$ cat config.mk
export PLATFORM = sky130hd
export DESIGN_NAME = cfw_cell
export DESIGN_NICKNAME = d
export VERILOG_FILES = /design/src/cfw_pkg.sv /design/src/cfw_cell.sv
export SDC_FILE = /design/constraint.sdc
export NUM_CORES = 2
export LEC_CHECK = 0
export ABC_AREA = 1
export BUFFER_PORTS_ARGS = -buffer_cell sky130_fd_sc_hd__buf_4
export CAP_MARGIN = 20
export CORE_ASPECT_RATIO = 1.2
export CORE_MARGIN = 2
export CORE_UTILIZATION = 31
export DETAILED_ROUTE_END_ITERATION = 6
export PLACE_DENSITY_LB_ADDON = 0.2
export SLEW_MARGIN = 10
export SYNTH_ARGS = -nofsm -noshare
export SYNTH_HDL_FRONTEND = slang
export SYNTH_SLANG_ARGS = --single-unit
$ cat constraint.sdc
create_clock -name clk -period 24 [get_ports clk]
set_input_delay 6 -clock clk [delete_from_list [all_inputs] [get_ports clk]]
set_output_delay 6 -clock clk [all_outputs]
set_load 0.05 [all_outputs]
$ cat src/cfw_pkg.sv
// cfw_pkg: shared types, register codes and fixed-point helpers for the
// cepstrum frequency warp block; no dependencies
`timescale 1ns / 1ps
`default_nettype none

package cfw_pkg;

    localparam int unsigned MAX_ORDER_DEF = 63;

    // register indexes, byte address 4*index
    localparam logic [1:0] REG_WARP_A       = 2'd0;
    localparam logic [1:0] REG_WARP_B       = 2'd1;
    localparam logic [1:0] REG_OUTPUT_ORDER = 2'd2;

    localparam logic signed [15:0] WARP_A_RST       = 16'sd0;
    localparam logic [15:0]        WARP_B_RST       = 16'd32768;
    localparam logic [5:0]         OUTPUT_ORDER_RST = 6'd24;

    localparam logic signed [34:0] SAT32_MAX = 35'sd2147483647;
    localparam logic signed [34:0] SAT32_MIN = -35'sd2147483648;
    localparam logic signed [31:0] SAT24_MAX = 32'sd8388607;
    localparam logic signed [31:0] SAT24_MIN = -32'sd8388608;

    typedef enum logic [1:0] {
        ST_RUN,
        ST_FLUSH,
        ST_DRAIN
    } state_t;

    // token handed from one cell to the next: old and new value of the cell
    typedef struct packed {
        logic               valid;
        logic signed [31:0] old_val;
        logic signed [31:0] new_val;
    } tok_t;

    // chain-wide drain control
    typedef struct packed {
        logic shift;
        logic clear;
    } ctl_t;

    // Q.31 product back to Q.16, round half up
    function automatic logic signed [33:0] rnd15(input logic signed [48:0] p);
        logic signed [48:0] q;
        begin
            q = p + 49'sd16384;
            return q[48:15];
        end
    endfunction

    function automatic logic signed [31:0] sat32(input logic signed [34:0] v);
        begin
            if (v > SAT32_MAX)
            begin
                return 32'sh7FFF_FFFF;
            end
            else if (v < SAT32_MIN)
            begin
                return 32'sh8000_0000;
            end
            return v[31:0];
        end
    endfunction

    function automatic logic signed [23:0] sat24(input logic signed [31:0] v);
        begin
            if (v > SAT24_MAX)
            begin
                return 24'sh7F_FFFF;
            end
            else if (v < SAT24_MIN)
            begin
                return 24'sh80_0000;
            end
            return v[23:0];
        end
    endfunction

endpackage

`default_nettype wire

$ cat src/cfw_cell.sv
// cfw_cell: one warped coefficient of the chain with its update arithmetic
// depends on cfw_pkg
`timescale 1ns / 1ps
`default_nettype none

module cfw_cell #(
    parameter int unsigned IDX = 0
) (
    input  wire logic               clk,
    input  wire logic               rst_n,
    input  wire logic               active,
    input  wire logic signed [15:0] warp_a,
    input  wire logic [15:0]        warp_b,
    input  wire cfw_pkg::ctl_t      ctl,
    input  wire cfw_pkg::tok_t      in_tok,
    input  wire logic signed [31:0] shift_in,
    output cfw_pkg::tok_t           out_tok,
    output logic signed [31:0]      g_value
);

    logic signed [31:0] g_reg;
    logic signed [31:0] g_next;
    cfw_pkg::tok_t      tok_reg;
    cfw_pkg::tok_t      tok_next;
    logic signed [48:0] prod_a;
    logic signed [34:0] sum;
    logic signed [31:0] upd;

    generate
        if (IDX == 1) begin : g_bcell
            // g1 = b*g0old + a*g1old
            logic signed [16:0] b_s;
            logic signed [48:0] prod_b;
            assign b_s    = {1'b0, warp_b};
            assign prod_b = b_s * in_tok.old_val;
            assign prod_a = warp_a * g_reg;
            assign sum    = 35'(cfw_pkg::rnd15(prod_b)) + 35'(cfw_pkg::rnd15(prod_a));
        end
        else begin : g_acell
            // gj = g(j-1)old + a*(gjold - g(j-1)new); head cell sees c and zero
            logic signed [32:0] diff;
            assign diff   = 33'(g_reg) - 33'(in_tok.new_val);
            assign prod_a = warp_a * diff;
            assign sum    = 35'(in_tok.old_val) + 35'(cfw_pkg::rnd15(prod_a));
        end
    endgenerate

    assign upd = cfw_pkg::sat32(sum);

    always_comb
    begin
        g_next           = g_reg;
        tok_next.valid   = 1'b0;
        tok_next.old_val = g_reg;
        tok_next.new_val = upd;
        if (ctl.clear)
        begin
            g_next = '0;
        end
        else if (ctl.shift)
        begin
            g_next = shift_in;
        end
        else if (in_tok.valid && active)
        begin
            g_next         = upd;
            tok_next.valid = 1'b1;
        end
    end

    always_ff @(posedge clk or negedge rst_n)
    begin
        if (!rst_n)
        begin
            g_reg   <= '0;
            tok_reg <= '0;
        end
        else
        begin
            g_reg   <= g_next;
            tok_reg <= tok_next;
        end
    end

    assign out_tok = tok_reg;
    assign g_value = g_reg;

endmodule

`default_nettype wire

Yosys cells after proc, flatten, opt, wreduce, memory -nomap -nowiden. Index checks and enable logic that the tools add are counted.

$lt $le $gt $ge: 2. Reductions and logical operators: 2. Add/subtract/negate cells: 3. Multiplexer cells: 11. $mul: 1.

Operators by type and width (count): $mux W32 (6); $add A49 B16 Y49 const B (1); $mul A16 B33 Y49 (1); $add A32 B34 Y35 (1); $gt A35 B32 Y1 const B (1); $lt A35 B32 Y1 const B (1); $sub A32 B32 Y33 (1); $mux W1 (5); $reduce_bool A3 Y1 (1); $logic_and A1 B1 Y1 (1).

Output and inout port bits: 97. Bits of input ports: 134. Bits in registers: 97.

Longest topological paths before layout.
Word-level depth: 11. Mapped depth: 57. Gate-level depth less buffers: 56.

Least setup slack after synthesis. No wires, ideal clock.

Kind: input to register. From: input in_tok[0] (netlist bit). To: register g_reg[28], in the netlist g_value[28]. Data arrival time: 14156 ps. Cell stages on the path: 47. Required time: 23884 ps. Path slack: 9727 ps. Buffers on the path: 1. Cell sequence: ha_1 inv_1 fa_1 nand3_1 nand3_2 a21oi_2 o21ai_2 nand2_1 nand3_2 nand3_1 nand2_1 nand2_1 nand2_1 nor2_1 inv_1 fa_1 fa_1 inv_1 (+11 left out) a221oi_1 nand2_1 xor2_1 ha_1 inv_1 nor3_1 nand2_1 nor2_1 nand3_1 nand4_1 nand2_1 nand2_4 buf_6 nand2_2 nand2_1 nand2_1 nand2_1 nand2_1.

Cells in the longest elaborated chain, start to end: 11.

Ends and longest elaborated chain: start: declaration (RTL line cfw_cell.sv:15) `input wire cfw_pkg::tok_t in_tok,`; $sub A32 B32 Y33 * (RTL line cfw_cell.sv:42) `assign diff = 33'(g_reg) - 33'(in_tok.new_val);`; $mul A16 B33 Y49 * (RTL line cfw_cell.sv:43) `assign prod_a = warp_a * diff;`; $add A49 B16 Y49 * (RTL line cfw_pkg.sv:47) `q = p + 49'sd16384;`; $add A32 B34 Y35 * (RTL line cfw_cell.sv:44) `assign sum = 35'(in_tok.old_val) + 35'(cfw_pkg::rnd15(prod_a));`; $lt A35 B32 Y1 (RTL line cfw_pkg.sv:58) `else if (v < SAT32_MIN)`; $mux W1 (RTL line cfw_pkg.sv:58); $mux W1 (RTL line cfw_pkg.sv:54) `if (v > SAT32_MAX)`; $mux W32 * (RTL line cfw_pkg.sv:62) `return v[31:0];`; $mux W32 * (RTL line cfw_cell.sv:64) `else if (in_tok.valid && active)`; $mux W32 * (RTL line cfw_cell.sv:60) `else if (ctl.shift)`; $mux W32 * (RTL line cfw_cell.sv:56) `if (ctl.clear)`; end signal: assignment (RTL line cfw_cell.sv:80) `g_reg <= g_next;`; end: declaration (RTL line cfw_cell.sv:21) `logic signed [31:0] g_reg;`.

Mark *: on every way between the ends. The rest lies on a longest branch, timed or not. The select of a mux whose other input is x is not followed. A chain may end at the register's enable or synchronous reset.

Worst setup path in the final report.
From: input in_tok[0] (netlist bit). To: register g_reg[22], in the netlist g_value[22].

The elaborated chain is that of the path after synthesis.

==> summary.txt <==
Outcome
  – Status: complete, no violations

Detailed routing
  – Post-DRT Antenna Nets: 0
  – Drt initial violations: 1249
  – Post-Route WL: 94000 µm
  – DR pass1 iterations: 5
  – Detailed-route via count: 22500
  – DR WL/cell: 19.5 µm
  – Via density: 4.66
  – DRC: 0

Clocking
  – CTS Buffer Depth: 2
  – Register clock-pin slew on the reported worst setup and hold paths: 0.06 ns
  – Hold buffers post-CTS: 0
  – CTS tree: yes
  – Clock sinks: 97
  – Num CTS Buffers: 9
  – CTS Root Cell: clkbuf_16
  – Post-CTS Resized: 0
  – Clk_lat worst skew: 0.36 ns
  – H-tree depth: 3
  – Postcts setup bufs: 0

Die
  – Core Footprint: 0.0861 mm²
  – Die area: 0.0889 mm²
  – Num ports: 231
  – Die W: 273 µm
  – Starting density of the core: 0.312
  – Row cnt: 118
  – Die Y: 326 µm

Yosys
  – Post-synthesis cell area: 0.0268 mm²
  – Yosys cell types: 56
  – XOR/XNOR Fraction of Synth Area: 0.0285
  – Share of flip-flops with an asynchronous set or reset: 1.00
  – Syn Area/Cell: 7.56 µm²
  – Mapped Cells: 3549
  – Syn nets: 4364
  – Ys flop type: dfrtp_1
  – Post-synthesis simple-gate area fraction: 0.215
  – Post-synth EDFFs: 0
  – Post-Synth Adder-Cell Area: 0.458
  – Mux cell area share after synthesis: 0
  – Register area share after synthesis: 0.0905
  – Largest family of logic cells by synthesized area: adder cells
  – Register bit total from synthesis: 97
  – Post-synthesis compound-gate area fraction: 0.0621
  – Yosys warns: 0

Cells and area
  – Commonest cells after routing, fill and taps aside: inv_1 (859), nand2_1 (767), fa_1 (502), nor2_1 (426), buf_4 (236)
  – Reg area: 0.00243 mm²
  – Nets@finish: 4493
  – Fill cells: 9311
  – Share of cells above drive strength 1: 0.0999
  – Commonest non-fill, non-tap cell in the layout: inv_1
  – Area delta synth->final: 11.1%
  – Final Cell Area: 0.0298 mm²
  – Footprint of the multi-input gates: 0.0205 mm²

Place
  – IO Port Bufs: 214
  – Cell Area, Placed: 0.0294 mm²
  – Post-DP HPWL: 80400 µm
  – RD Place Congestion: 0.936

Critical path
  – Bufs and invs on worst path: 4
  – CP Data Required Time: 24.25 ns
  – Crit Path Category: in2reg
  – Startpoint Class: input pin
  – Critical path's largest stage delay: 0.56 ns
  – CP top delay family: adder cells
  – Slowest CP cell: fa_1
  – Crit end category: register
  – WP data arrival: 16.99 ns
  – Cell mode on critical path: nand2_1
  – Crit-path max FO: 53

Timing
  – Final min period: 16.75 ns
  – RSZ-0062 raised after global routing: false
  – Layout Skew: 0.0110 ns
  – Slew margin rel.: 0.313
  – Max Freq: 59.7 MHz
  – Hold_ws: 0.474 ns
  – Least-Margin Pin Slew: 1.03 ns
  – Max-slew violations: 0
  – TNS Setup: 0 ns
  – Final hold vios: 0
  – # setup viols final: 0
  – Tcrit/Tclk final: 0.698

GRT
  – Vias in the first global route: 23900
  – Global-route wire length before repair: 145000 µm
  – GRT Util Overall: 0.215
  – Initial antenna violation count: 3
  – Total congestion overflow: 0
  – Pin count of the biggest net entering global routing: 64

Min path
  – Hold WC Path Type: reg2reg

Job
  – MaxCap Viol Count: 0
-- sequential cells by signal, summed over array words and instances, names as in the netlist --
register,flops
g_value,32
out_tok,65
-- Yosys cell counts (all sizes together) (9+ instances only) --
| cell | instances | area [µm²] |
|---|---|---|
| inv | 866 | 3250 |
| o21bai | 11 | 82.6 |
| nand2 | 813 | 3180 |
| xnor2 | 37 | 332 |
| nand3 | 85 | 450 |
| or2 | 29 | 181 |
| o21ai | 71 | 382 |
| fa | 502 | 10000 |
| xor2 | 46 | 433 |
| dfrtp | 97 | 2430 |
| ha | 179 | 2240 |
| nor2 | 433 | 1650 |
| a21oi | 149 | 768 |
| clkbuf | 68 | 256 |
| nor3 | 15 | 80.1 |
| o21a | 14 | 105 |
| nor4 | 9 | 68.8 |
| a31oi | 19 | 119 |
| nand4 | 9 | 56.3 |
| buf | 52 | 385 |
-- path summary, 6_finish.rpt --
kind	startpoint	endpoint	slack, ns	cells past startpoint
worst max-delay path	in_tok[0]	g_value[22]	7.25	45
worst min-delay path	g_value[15]	out_tok[47]	0.47	0
min in group asynchronous	rst_n	out_tok[31]	5.66	1
worst min register to register	g_value[15]	out_tok[47]	0.47	0
max in group asynchronous	rst_n	out_tok[37]	17.22	2
worst max register to register	g_value[0]	g_value[22]	12.28	45
-- per-layer routing --
metal	track usage	wire length, µm	vias up
met4	0.0561	2740	2
met2	0.392	48500	470
met1	0.273	39400	11300
met5	0	16	-
li1	-	-	10600
met3	0.0166	3410	105
-- final cells by class --
type / instances / area share
Clock buffer: 11 / 0.00848
Tap cell: 1140 / 0.0479
Antenna cell: 3 / 0.000252
Inverter: 872 / 0.110
Multi-Input combinational cell: 2460 / 0.688
Sequential cell: 97 / 0.0815
Timing Repair Buffer: 238 / 0.0611
Clock inverter: 5 / 0.00290
-- logic make-up after synthesis --
group / Yosys count
compound gates: 290
xor+xnor: 83
fa+ha+maj: 681
buf+inv: 992
flops: 97
simple gates: 1406
-- worst reg2reg max path: cells and delay by family (launching register included) --
family,cells,cell delay (ns)
xor+xnor,1,0.22
buf+inv,4,0.63
simple gates,17,2.35
compound gates,13,3.65
flops,1,0.44
fa+ha+maj,10,4.34
-- metrics by stage --
step,worst slack (ns),util,instances
3_3_place_gp,6.95,0.342,4805
6_report,7.25,0.346,4826
5_1_grt,6.60,0.346,4824
3_5_place_dp,7.04,0.342,4806
2_1_floorplan,9.73,-,3549
4_1_cts,7.35,0.346,4822
Power is not shown: default switching activity piles up to over one toggle a cycle in this logic, so the estimate is an artifact.
